==> config.mk <==
export PLATFORM = sky130hd
export DESIGN_NAME = fit_strategy_block_allocator
export DESIGN_NICKNAME = d
export VERILOG_FILES = /design/src/fsba_pkg.sv /design/src/fsba_ram.sv /design/src/fit_strategy_block_allocator.sv
export SDC_FILE = /design/constraint.sdc
export NUM_CORES = 1
export LEC_CHECK = 0
export BUFFER_PORTS_ARGS = -buffer_cell sky130_fd_sc_hd__buf_2
export CAP_MARGIN = 40
export CORE_ASPECT_RATIO = 2
export CORE_MARGIN = 1
export CORE_UTILIZATION = 50
export DETAILED_ROUTE_END_ITERATION = 16
export GPL_TIMING_DRIVEN = 0
export PLACE_DENSITY = 0.66
export SYNTH_ARGS = -nofsm -noshare
export SYNTH_HDL_FRONTEND = slang
export SYNTH_SLANG_ARGS = --single-unit
==> constraint.sdc <==
create_clock -name clk_i -period 4.19 [get_ports clk_i]
set_input_delay 1.257 -clock clk_i [delete_from_list [all_inputs] [get_ports clk_i]]
set_output_delay 1.257 -clock clk_i [all_outputs]
set_load 0.02 [all_outputs]
==> src/fsba_pkg.sv <==
// ----------------------------------------------------------------------------
// Fit-strategy block allocator package
// Sequencer states, placement policy codes, register indexes and item modes.
// ----------------------------------------------------------------------------
`default_nettype none

package fsba_pkg;

  typedef enum logic [1:0] {
    ST_IDLE,
    ST_SCAN,
    ST_WRITE,
    ST_DONE
  } fsba_state_e;

  localparam logic [1:0] POL_FIRST = 2'd0;
  localparam logic [1:0] POL_NEXT  = 2'd1;
  localparam logic [1:0] POL_BEST  = 2'd2;
  localparam logic [1:0] POL_WORST = 2'd3;

  localparam logic [0:0] REG_POLICY = 1'b0;
  localparam logic [0:0] REG_BLOCKS = 1'b1;

  localparam logic MODE_LOAD  = 1'b0;
  localparam logic MODE_ALLOC = 1'b1;

  localparam logic [4:0] BLOCKS_RESET = 5'd16;

endpackage

`default_nettype wire

==> src/fsba_ram.sv <==
// ----------------------------------------------------------------------------
// Fit-strategy block allocator RAM
// Generic single-write, single-read memory with a registered read port.
// ----------------------------------------------------------------------------
`default_nettype none

module fsba_ram #(
  parameter int WIDTH = 16,
  parameter int DEPTH = 16
) (
  input  wire logic                     clk_i,
  input  wire logic                     we_i,
  input  wire logic [$clog2(DEPTH)-1:0] waddr_i,
  input  wire logic [WIDTH-1:0]         wdata_i,
  input  wire logic                     re_i,
  input  wire logic [$clog2(DEPTH)-1:0] raddr_i,
  output logic      [WIDTH-1:0]         rdata_o
);

  logic [WIDTH-1:0] mem_q [DEPTH];

  always_ff @(posedge clk_i) begin
    if (we_i) begin
      mem_q[waddr_i] <= wdata_i;
    end
    if (re_i) begin
      rdata_o <= mem_q[raddr_i];
    end
  end

endmodule

`default_nettype wire

==> src/fit_strategy_block_allocator.sv <==
// ----------------------------------------------------------------------------
// Fit-strategy block allocator
// Keeps the free space of each block in a RAM and places requests by first,
// next, best or worst fit. A load word passes through the hand-off state to
// the output register. An allocate word walks the single read port of the
// free-space RAM one entry a cycle over the n active blocks, followed by a
// write-back state (skipped when nothing fits) and the hand-off state; first
// and next fit finish early on a hit. With no active block an allocate word
// goes straight to hand-off. Entries read as zero until first loaded, so no
// clearing pass is needed after reset. A new word is taken once the previous
// one has been handed to the output register, even if that result still
// waits.
// ----------------------------------------------------------------------------
`default_nettype none

module fit_strategy_block_allocator
  import fsba_pkg::*;
#(
  parameter int NUM_BLOCKS = 16,
  parameter int SIZE_BITS  = 16
) (
  input  wire logic        clk_i,
  input  wire logic        rst_ni,
  input  wire logic        cfg_we_i,
  input  wire logic [0:0]  cfg_addr_i,
  input  wire logic [4:0]  cfg_wdata_i,
  input  wire logic        in_valid_i,
  output logic             in_ready_o,
  input  wire logic        mode_i,
  input  wire logic [3:0]  block_index_i,
  input  wire logic [15:0] amount_i,
  output logic             out_valid_o,
  input  wire logic        out_ready_i,
  output logic             granted_o,
  output logic [3:0]       chosen_block_o,
  output logic [15:0]      space_left_o
);

  localparam int IDX_W = $clog2(NUM_BLOCKS);
  localparam int CNT_W = $clog2(NUM_BLOCKS + 1);

  fsba_state_e state_q, state_d;

  logic [1:0]            policy_q;
  logic [4:0]            blocks_q;
  logic [IDX_W-1:0]      rover_q;
  logic [NUM_BLOCKS-1:0] vld_q;
  logic [CNT_W-1:0]      n_q;
  logic [CNT_W-1:0]      cnt_q;
  logic [IDX_W-1:0]      pos_q;
  logic [SIZE_BITS-1:0]  amt_q;
  logic                  rd_pend_q;
  logic [IDX_W-1:0]      rd_addr_q;
  logic                  rd_vld_q;
  logic                  have_q;
  logic [IDX_W-1:0]      pick_q;
  logic [SIZE_BITS-1:0]  pick_val_q;
  logic                  res_granted_q;
  logic [3:0]            res_block_q;
  logic [15:0]           res_space_q;
  logic                  out_valid_q;
  logic                  out_granted_q;
  logic [3:0]            out_block_q;
  logic [15:0]           out_space_q;

  logic [31:0]          amt_ext;
  logic [SIZE_BITS-1:0] amt_in;
  logic [31:0]          amt_in_ext;
  logic [31:0]          idx_ext;
  logic                 load_ok;
  logic [IDX_W-1:0]     load_addr;
  logic [CNT_W-1:0]     n_act;
  logic [IDX_W-1:0]     start_pos;
  logic [SIZE_BITS-1:0] ram_rdata;
  logic [SIZE_BITS-1:0] rd_data;
  logic                 fits;
  logic                 better;
  logic                 upd;
  logic                 have_n;
  logic                 issue;
  logic [IDX_W-1:0]     pos_nx;
  logic                 out_free;
  logic                 in_acc;
  logic                 early;
  logic [SIZE_BITS-1:0] wr_val;
  logic [31:0]          wr_ext;
  logic [31:0]          pick_ext;
  logic                 ram_we;
  logic [IDX_W-1:0]     ram_waddr;
  logic [SIZE_BITS-1:0] ram_wdata;

  assign amt_ext    = 32'(amount_i);
  assign amt_in     = amt_ext[SIZE_BITS-1:0];
  assign amt_in_ext = 32'(amt_in);
  assign idx_ext    = 32'(block_index_i);
  assign load_ok    = idx_ext < 32'(NUM_BLOCKS);
  assign load_addr  = idx_ext[IDX_W-1:0];
  assign n_act      = (32'(blocks_q) > 32'(NUM_BLOCKS)) ? CNT_W'(NUM_BLOCKS) : CNT_W'(blocks_q);
  assign start_pos  = (policy_q == POL_NEXT && 32'(rover_q) < 32'(n_act)) ? rover_q : '0;

  assign rd_data = rd_vld_q ? ram_rdata : '0;
  assign fits    = rd_pend_q && (rd_data >= amt_q);
  assign better  = !have_q || (policy_q == POL_BEST && rd_data < pick_val_q) ||
                   (policy_q == POL_WORST && rd_data > pick_val_q);
  assign upd     = fits && better;
  assign have_n  = have_q || upd;
  assign early   = (policy_q == POL_FIRST || policy_q == POL_NEXT) && fits;

  assign issue  = (state_q == ST_SCAN) && (cnt_q != n_q);
  assign pos_nx = (32'(pos_q) + 32'd1 == 32'(n_q)) ? '0 : pos_q + 1'b1;

  assign out_free   = !out_valid_q || out_ready_i;
  assign in_ready_o = (state_q == ST_IDLE);
  assign in_acc     = in_valid_i && in_ready_o;

  assign wr_val   = pick_val_q - amt_q;
  assign wr_ext   = 32'(wr_val);
  assign pick_ext = 32'(pick_q);

  assign ram_we    = (in_acc && mode_i == MODE_LOAD && load_ok) || (state_q == ST_WRITE);
  assign ram_waddr = (state_q == ST_WRITE) ? pick_q : load_addr;
  assign ram_wdata = (state_q == ST_WRITE) ? wr_val : amt_in;

  fsba_ram #(
    .WIDTH (SIZE_BITS),
    .DEPTH (NUM_BLOCKS)
  ) u_ram (
    .clk_i   (clk_i),
    .we_i    (ram_we),
    .waddr_i (ram_waddr),
    .wdata_i (ram_wdata),
    .re_i    (issue),
    .raddr_i (pos_q),
    .rdata_o (ram_rdata)
  );

  always_comb begin
    state_d = state_q;
    unique case (state_q)
      ST_IDLE: begin
        if (in_acc) begin
          if (mode_i == MODE_LOAD || n_act == '0) begin
            state_d = ST_DONE;
          end else begin
            state_d = ST_SCAN;
          end
        end
      end
      ST_SCAN: begin
        priority if (early) begin
          state_d = ST_WRITE;
        end else if (!issue && rd_pend_q) begin
          state_d = have_n ? ST_WRITE : ST_DONE;
        end
      end
      ST_WRITE: begin
        state_d = ST_DONE;
      end
      ST_DONE: begin
        if (out_free) begin
          state_d = ST_IDLE;
        end
      end
      default: begin
        state_d = ST_IDLE;
      end
    endcase
  end

  always_ff @(posedge clk_i or negedge rst_ni) begin
    if (!rst_ni) begin
      state_q     <= ST_IDLE;
      policy_q    <= POL_FIRST;
      blocks_q    <= BLOCKS_RESET;
      rover_q     <= '0;
      vld_q       <= '0;
      rd_pend_q   <= 1'b0;
      have_q      <= 1'b0;
      cnt_q       <= '0;
      out_valid_q <= 1'b0;
    end else begin
      state_q <= state_d;
      if (cfg_we_i) begin
        unique case (cfg_addr_i)
          REG_POLICY: policy_q <= cfg_wdata_i[1:0];
          REG_BLOCKS: blocks_q <= cfg_wdata_i;
          default:    policy_q <= policy_q;
        endcase
      end
      if (in_acc && mode_i == MODE_LOAD && load_ok) begin
        rover_q          <= '0;
        vld_q[load_addr] <= 1'b1;
      end
      if (state_q == ST_WRITE) begin
        vld_q[pick_q] <= 1'b1;
        if (policy_q == POL_NEXT) begin
          rover_q <= pick_q;
        end
      end
      if (in_acc) begin
        cnt_q     <= '0;
        have_q    <= 1'b0;
        rd_pend_q <= 1'b0;
      end else if (state_q == ST_SCAN) begin
        rd_pend_q <= issue && (state_d == ST_SCAN);
        have_q    <= have_n;
        if (issue) begin
          cnt_q <= cnt_q + 1'b1;
        end
      end
      if (state_q == ST_DONE && out_free) begin
        out_valid_q <= 1'b1;
      end else if (out_ready_i) begin
        out_valid_q <= 1'b0;
      end
    end
  end

  always_ff @(posedge clk_i) begin
    if (in_acc) begin
      n_q   <= n_act;
      pos_q <= start_pos;
      amt_q <= amt_in;
      if (mode_i == MODE_LOAD) begin
        res_granted_q <= load_ok;
        res_block_q   <= block_index_i;
        res_space_q   <= load_ok ? amt_in_ext[15:0] : '0;
      end else begin
        res_granted_q <= 1'b0;
        res_block_q   <= '0;
        res_space_q   <= '0;
      end
    end
    if (state_q == ST_SCAN) begin
      rd_addr_q <= pos_q;
      rd_vld_q  <= vld_q[pos_q];
      if (issue) begin
        pos_q <= pos_nx;
      end
      if (upd) begin
        pick_q     <= rd_addr_q;
        pick_val_q <= rd_data;
      end
    end
    if (state_q == ST_WRITE) begin
      res_granted_q <= 1'b1;
      res_block_q   <= pick_ext[3:0];
      res_space_q   <= wr_ext[15:0];
    end
    if (state_q == ST_DONE && out_free) begin
      out_granted_q <= res_granted_q;
      out_block_q   <= res_block_q;
      out_space_q   <= res_space_q;
    end
  end

  assign out_valid_o    = out_valid_q;
  assign granted_o      = out_granted_q;
  assign chosen_block_o = out_block_q;
  assign space_left_o   = out_space_q;

  a_write_has_pick: assert property (@(posedge clk_i) disable iff (!rst_ni)
    (state_q == ST_WRITE) |-> have_q)
    else $error("write-back without a chosen block");

  a_cnt_bound: assert property (@(posedge clk_i) disable iff (!rst_ni)
    (state_q == ST_SCAN) |-> (cnt_q <= n_q))
    else $error("scan counter beyond active block count");

  a_pend_in_scan: assert property (@(posedge clk_i) disable iff (!rst_ni)
    rd_pend_q |-> (state_q == ST_SCAN))
    else $error("read pending outside the scan");

  a_ram_we_state: assert property (@(posedge clk_i) disable iff (!rst_ni)
    ram_we |-> (state_q == ST_IDLE || state_q == ST_WRITE))
    else $error("RAM written during scan or hand-off");

  a_done_fills_out: assert property (@(posedge clk_i) disable iff (!rst_ni)
    (state_q == ST_DONE && out_free) |=> out_valid_q)
    else $error("result not handed to output register");

endmodule

`default_nettype wire
==> results of run 1 <==
[routing by layer]
layer / global-route usage (%) / up-vias / share of wire [%]
li1: - / 4672 / -
met1: 24.3 / 5150 / 33
met2: 48.9 / 312 / 58
met4: 14.2 / 0 / 5.8
met3: 2.86 / 123 / 3.2
met5: 0 / - / 0
[synth_stat cells, drive strengths merged (18+ instances only)]
cell type / number
mux4: 34
edfxtp: 359
clkbuf: 31
a221oi: 19
nand2: 111
a22oi: 18
mux2i: 58
nor2: 44
o21ai: 68
mux2: 22
dfrtp: 36
nand2b: 19
ha: 50
inv: 48
a21oi: 52
[state kept, by name, indices dropped and copies added, names as in the netlist, 2 cells and up]
register        cells
amt_q              16
blocks_q            5
chosen_block_o      4
cnt_q               5
n_q                 5
pick_q              4
pick_val_q         16
policy_q            2
pos_q               4
rd_addr_q           4
res_block_q         4
res_space_q        16
rover_q             4
space_left_o       16
state_q             2
u_ram.mem_q       256
u_ram.rdata_o      16
vld_q              16
[stage by stage]
stage / hold WS, ns / area (um^2) / util, %
after global placement: 0.401 / 18200 / 53.1
after global routing: 0.424 / 19600 / 57.4
after floorplan: 0.400 / 17400 / -
final: 0.421 / 19600 / 57.4
after detailed placement: 0.405 / 18600 / 54.2
after CTS: 0.421 / 19600 / 57.4
[kinds of logic after synthesis]
kind of cell	count (synthesis)
and+or+nand+nor	256
AOI/OAI and AO/OA	223
muxes	114
adders and majority gates	51
DFF	401
buffers and inverters	94
xor gates and xnor gates	23
[final timing paths]
kind / to / startpoint / cells past startpoint / slack [ns]
min: space_left_o[2] / res_space_q[2] / 0 / 0.42
min in group asynchronous: vld_q[10] / rst_ni / 1 / 0.69
max reg2reg: pick_val_q[9] / rd_vld_q / 11 / 0.39
max in group asynchronous: state_q[1] / rst_ni / 2 / 3.02
max: pick_val_q[9] / rd_vld_q / 11 / 0.39
min reg2reg: space_left_o[2] / res_space_q[2] / 0 / 0.42
[area by class of cell]
type	count	area (um^2)
clock inverters	18	119
clock buffers	43	958
fillers	2645	14600
well taps	441	552
plain buffers	46	244
inverters	48	180
multi-input cells	667	5160
repair buffers	77	623
flip-flops and latches	401	11800
[report_power, final]
| part | internal [uW] | switching (uW) | leakage [uW] |
|---|---|---|---|
| logic | 1580 | 2810 | 0.00286 |
| clock network | 1690 | 1400 | 0.000523 |
| registers | 5370 | 260 | 0.00374 |
| total | 8650 | 4470 | 0.00712 |
==> run metrics, run 1 <==
status=finished clean; Final Hold Fails=0; Compound-Gate Fraction of Synth Area=8.34%; Worst Setup End Kind=register; Top delay family on crit path=simple AND/OR/NAND/NOR gates; VDD IR-drop max=roughly 0.00038 V; unrepaired setup endpoints after global routing=false; Layout Cells excl Fill=1741; critical path type=reg2reg; commonest non-fill, non-tap cell in the layout=edfxtp_1; most frequent cells in the layout=359 x edfxtp_1, 111 x nand2_1, 65 x buf_2; Root Driver=clkbuf_16; Die H=265 um; WP buf/inv=2; nets=1358; Slew HR=41.4%; Adder-Cell Fraction of Synth Area=under 10%; setup ws final=0.394 ns; Crit Path Max Fanout=16; Worst path max stage delay=0.61 ns; cell taking the most area after synthesis=edfxtp_1; xor and xnor area share after synthesis=1.16%; GRT Util Overall=roughly 25%; PD cells=approximately 670 nW/um^2; initial cell density of the core=50.7%; 1st-iter DRT viols=between 700 and 800; critical path's slowest cell=or4_1; # diodes=0; sequential fraction of the synthesis area=68.1%; clk sinks=401; Vias=between 10000 and 15000; post-synth top area share=62.1%; # rows=between 90 and 100; hold buffers post-CTS=0; Pins Over Slew Limit=0; Netlist cell types=63; Post-synth ARST share=under 10%; Syn Area/Cell=14.9 um^2; initial antenna violation count=0; final WL=42.4 mm; cell leakage power=0.00712 uW; Yosys reg bits=approximately 400; number of H-tree levels=2; Synth Area in Simple Gates=7.10%; gp weighted congestion=0.904; crit-path cells=clkbuf_1 > and2_1 > ha_1 > and3_1 > nand3_1 > or4_1 > a211o_1 > and2_2 > nor2_1 > o21a_1 > buf_16; largest net degree at the start of global routing=31; Tightest Pin Transition=0.879 ns; routed len/inst=24.3 um; number of port buffers=52; first-pass GRT wire length=64.0 mm; top cells by area, synth=edfxtp_1 62%, dfrtp_1 5.2%, mux4_2 4.4%; Clock Path Buffers=3; largest family of logic cells by synthesized area=multiplexers; max-cap violations=0; setup_tns=0 ns; drt pass-1 iters=5; Worst Path Required=4.43 ns; setup violators final=0; Die ar.=around 35000 um^2; die width=134 um; Place WS=0.0332 ns; Mapped Area=17400 um^2; period utilisation layout=90.6%; CTS Buf Count=34; setup bufs post-CTS=0; vias in the first global route=roughly 11000; cts repair resizes=0; clk_lat worst skew=0.53 ns; DP HPWL=31.7 mm; Worst-path clk slew=0.07 ns; synthesized instance count=1162; synthesized net count=1245; core outline area=approximately 34000 um^2; placed insts=roughly 1700; Synth Warn #=0; post-synthesis mux area share=9.19%; Fin Clk Skew=around 0.014 ns; area grow syn2layout=13.2%; number of synthesized flops with an enable pin=between 300 and 400; power after layout=13100 uW; Detail Route Antenna Nets=0; Remaining Overflow, GRT=0; Top FF cell, synth=edfxtp_1; IO Pins=55; TritonCTS clock tree=yes; share of cells above drive strength 1=17.9%; Vias/cell=5.89; Fmax achieved=0.263 GHz; DRC=0; worst min path class=reg2reg; post-layout min period=about 3.8 ns; startpoint types=register; Arr. time, crit path=4.03 ns
No activity file was read; power rests on OpenSTA's default activity.
==> run 2, diff against run 1 <==
--- a/config.mk
+++ b/config.mk
@@ -5,7 +5,7 @@
 export SDC_FILE = /design/constraint.sdc
 export NUM_CORES = 1
 export LEC_CHECK = 0
-export BUFFER_PORTS_ARGS = -buffer_cell sky130_fd_sc_hd__buf_2
+export BUFFER_PORTS_ARGS = -buffer_cell sky130_fd_sc_hd__buf_4
 export CAP_MARGIN = 40
 export CORE_ASPECT_RATIO = 2
 export CORE_MARGIN = 1
==> run metrics, run 2 (synthesized netlist as in run 1, its figures left out) <==
status=finished clean; number of port buffers=52; DRC=0; PD cells=674 nW/um^2; CTS Buf Count=36; Place WS=~0.019 ns; number of H-tree levels=2; Die ar.=35500 um^2; routed len/inst=~25 um; drt pass-1 iters=5; Final Hold Fails=0; TritonCTS clock tree=yes; Reg-to-Reg Start=rd_vld_q; clk sinks=about 400; nets=1359; flop2flop setup slack=0.26 ns; clk_lat worst skew=0.54 ns; fillers=2640; Detail Route Antenna Nets=0; Tightest Pin Transition=0.898 ns; Worst Setup End Kind=register; Critical Path Source=rd_vld_q; IO Pins=55; setup bufs post-CTS=0; cts repair resizes=0; first-pass GRT wire length=64.4 mm; reg2reg end=pick_q[3]; Die H=between 200 and 300 um; hold buffers post-CTS=0; setup ws final=0.263 ns; period utilisation layout=93.7%; Worst Setup EP=pick_q[3]; GRT Util Overall=24.9%; Arr. time, crit path=4.16 ns; cell leakage power=between 0.007 and 0.008 uW; Pins Over Slew Limit=0; final WL=42.8 mm; commonest non-fill, non-tap cell in the layout=edfxtp_1; Layout Cells excl Fill=between 1500 and 2000; Worst-path clk slew=0.07 ns; worst min path class=reg2reg; Root Driver=clkbuf_16; FF/Latch Area=around 12000 um^2; VDD IR-drop max=about 0.00044 V; worst hold slack=0.419 ns; # diodes=0; gp weighted congestion=0.890; setup_tns=0 ns; Fmax achieved=0.255 GHz; DP HPWL=32.1 mm; most frequent cells in the layout=359 x edfxtp_1, 111 x nand2_1, 62 x o21ai_0; initial cell density of the core=50.7%; power after layout=between 10000 and 15000 uW; setup violators final=0; placed insts=1679; 1st-iter DRT viols=548; Remaining Overflow, GRT=0; Clock Path Buffers=3; initial antenna violation count=0; Worst Path Required=roughly 4.4 ns; startpoint types=register; multi-input combinational cell area=5160 um^2; Slew HR=40.1%; area grow syn2layout=14.1%; critical path type=reg2reg; unrepaired setup endpoints after global routing=false; # rows=96; Top reg by flops=u_ram.mem_q; post-layout min period=approximately 4 ns; cells on worst reg2reg path=11; max-cap violations=0; Vias/cell=5.91; Largest register FFs=256; Fin Clk Skew=0.0207 ns; Crit Path Max Fanout=13; core outline area=34200 um^2; Vias=10305; share of cells above drive strength 1=17.9%; die width=134 um; largest net degree at the start of global routing=38; vias in the first global route=10912
## run 2: how the worst min path moves through the flow
stage,to,slack (ns),depth (start not counted),startpoint
after CTS,space_left_o[6],0.42,0,res_space_q[6]
after global placement,space_left_o[14],0.40,0,res_space_q[14]
final,chosen_block_o[2],0.42,0,res_block_q[2]
after global routing,space_left_o[12],0.42,0,res_space_q[12]
after floorplan,chosen_block_o[0],0.40,0,res_block_q[0]
after detailed placement,chosen_block_o[2],0.40,0,res_block_q[2]
## run 2: routing by layer
metal	global-route usage, %	vias up	routed length (um)
li1	-	4684	-
met1	24.1	5186	14200
met2	48.5	301	24400
met3	3.05	134	1410
met4	15.2	0	2740
met5	0	-	0
## run 2: layout make-up
cell class	count	share of cell area, %
flip-flops and latches	401	59.6
multi-input cells	667	26.1
clock buffers	47	4.86
repair buffers	76	3.62
well taps	441	2.79
plain buffers	46	1.23
inverters	48	0.910
clock inverters	18	0.897
## run 2: stage by stage
stage / utilization [%] / instance area, um^2
floorplan: - / 17400
global placement: 53.4 / 18300
detailed placement: 54.5 / 18700
CTS: 57.9 / 19800
global route: 57.9 / 19800
finish: 57.9 / 19800
## run 2: worst max-delay path: stages (launching register included)
cell      delay, ns
edfxtp_1       0.55
clkbuf_1       0.28
and2_1         0.23
ha_1           0.30
and3_1         0.18
nand3_1        0.10
or4_1          0.61
a211o_1        0.37
and2_2         0.21
nor2_1         0.11
o21a_1         0.44
buf_8          0.23
## run 2: where the power goes
| part | leakage, uW | switching (uW) | internal (uW) | total (uW) |
|---|---|---|---|---|
| clock | 0.000556 | 1450 | 1820 | 3270 |
| sequential | 0.00374 | 265 | 5370 | 5640 |
| combinational | 0.00289 | 2820 | 1630 | 4440 |
| total | 0.00718 | 4530 | 8820 | 13400 |
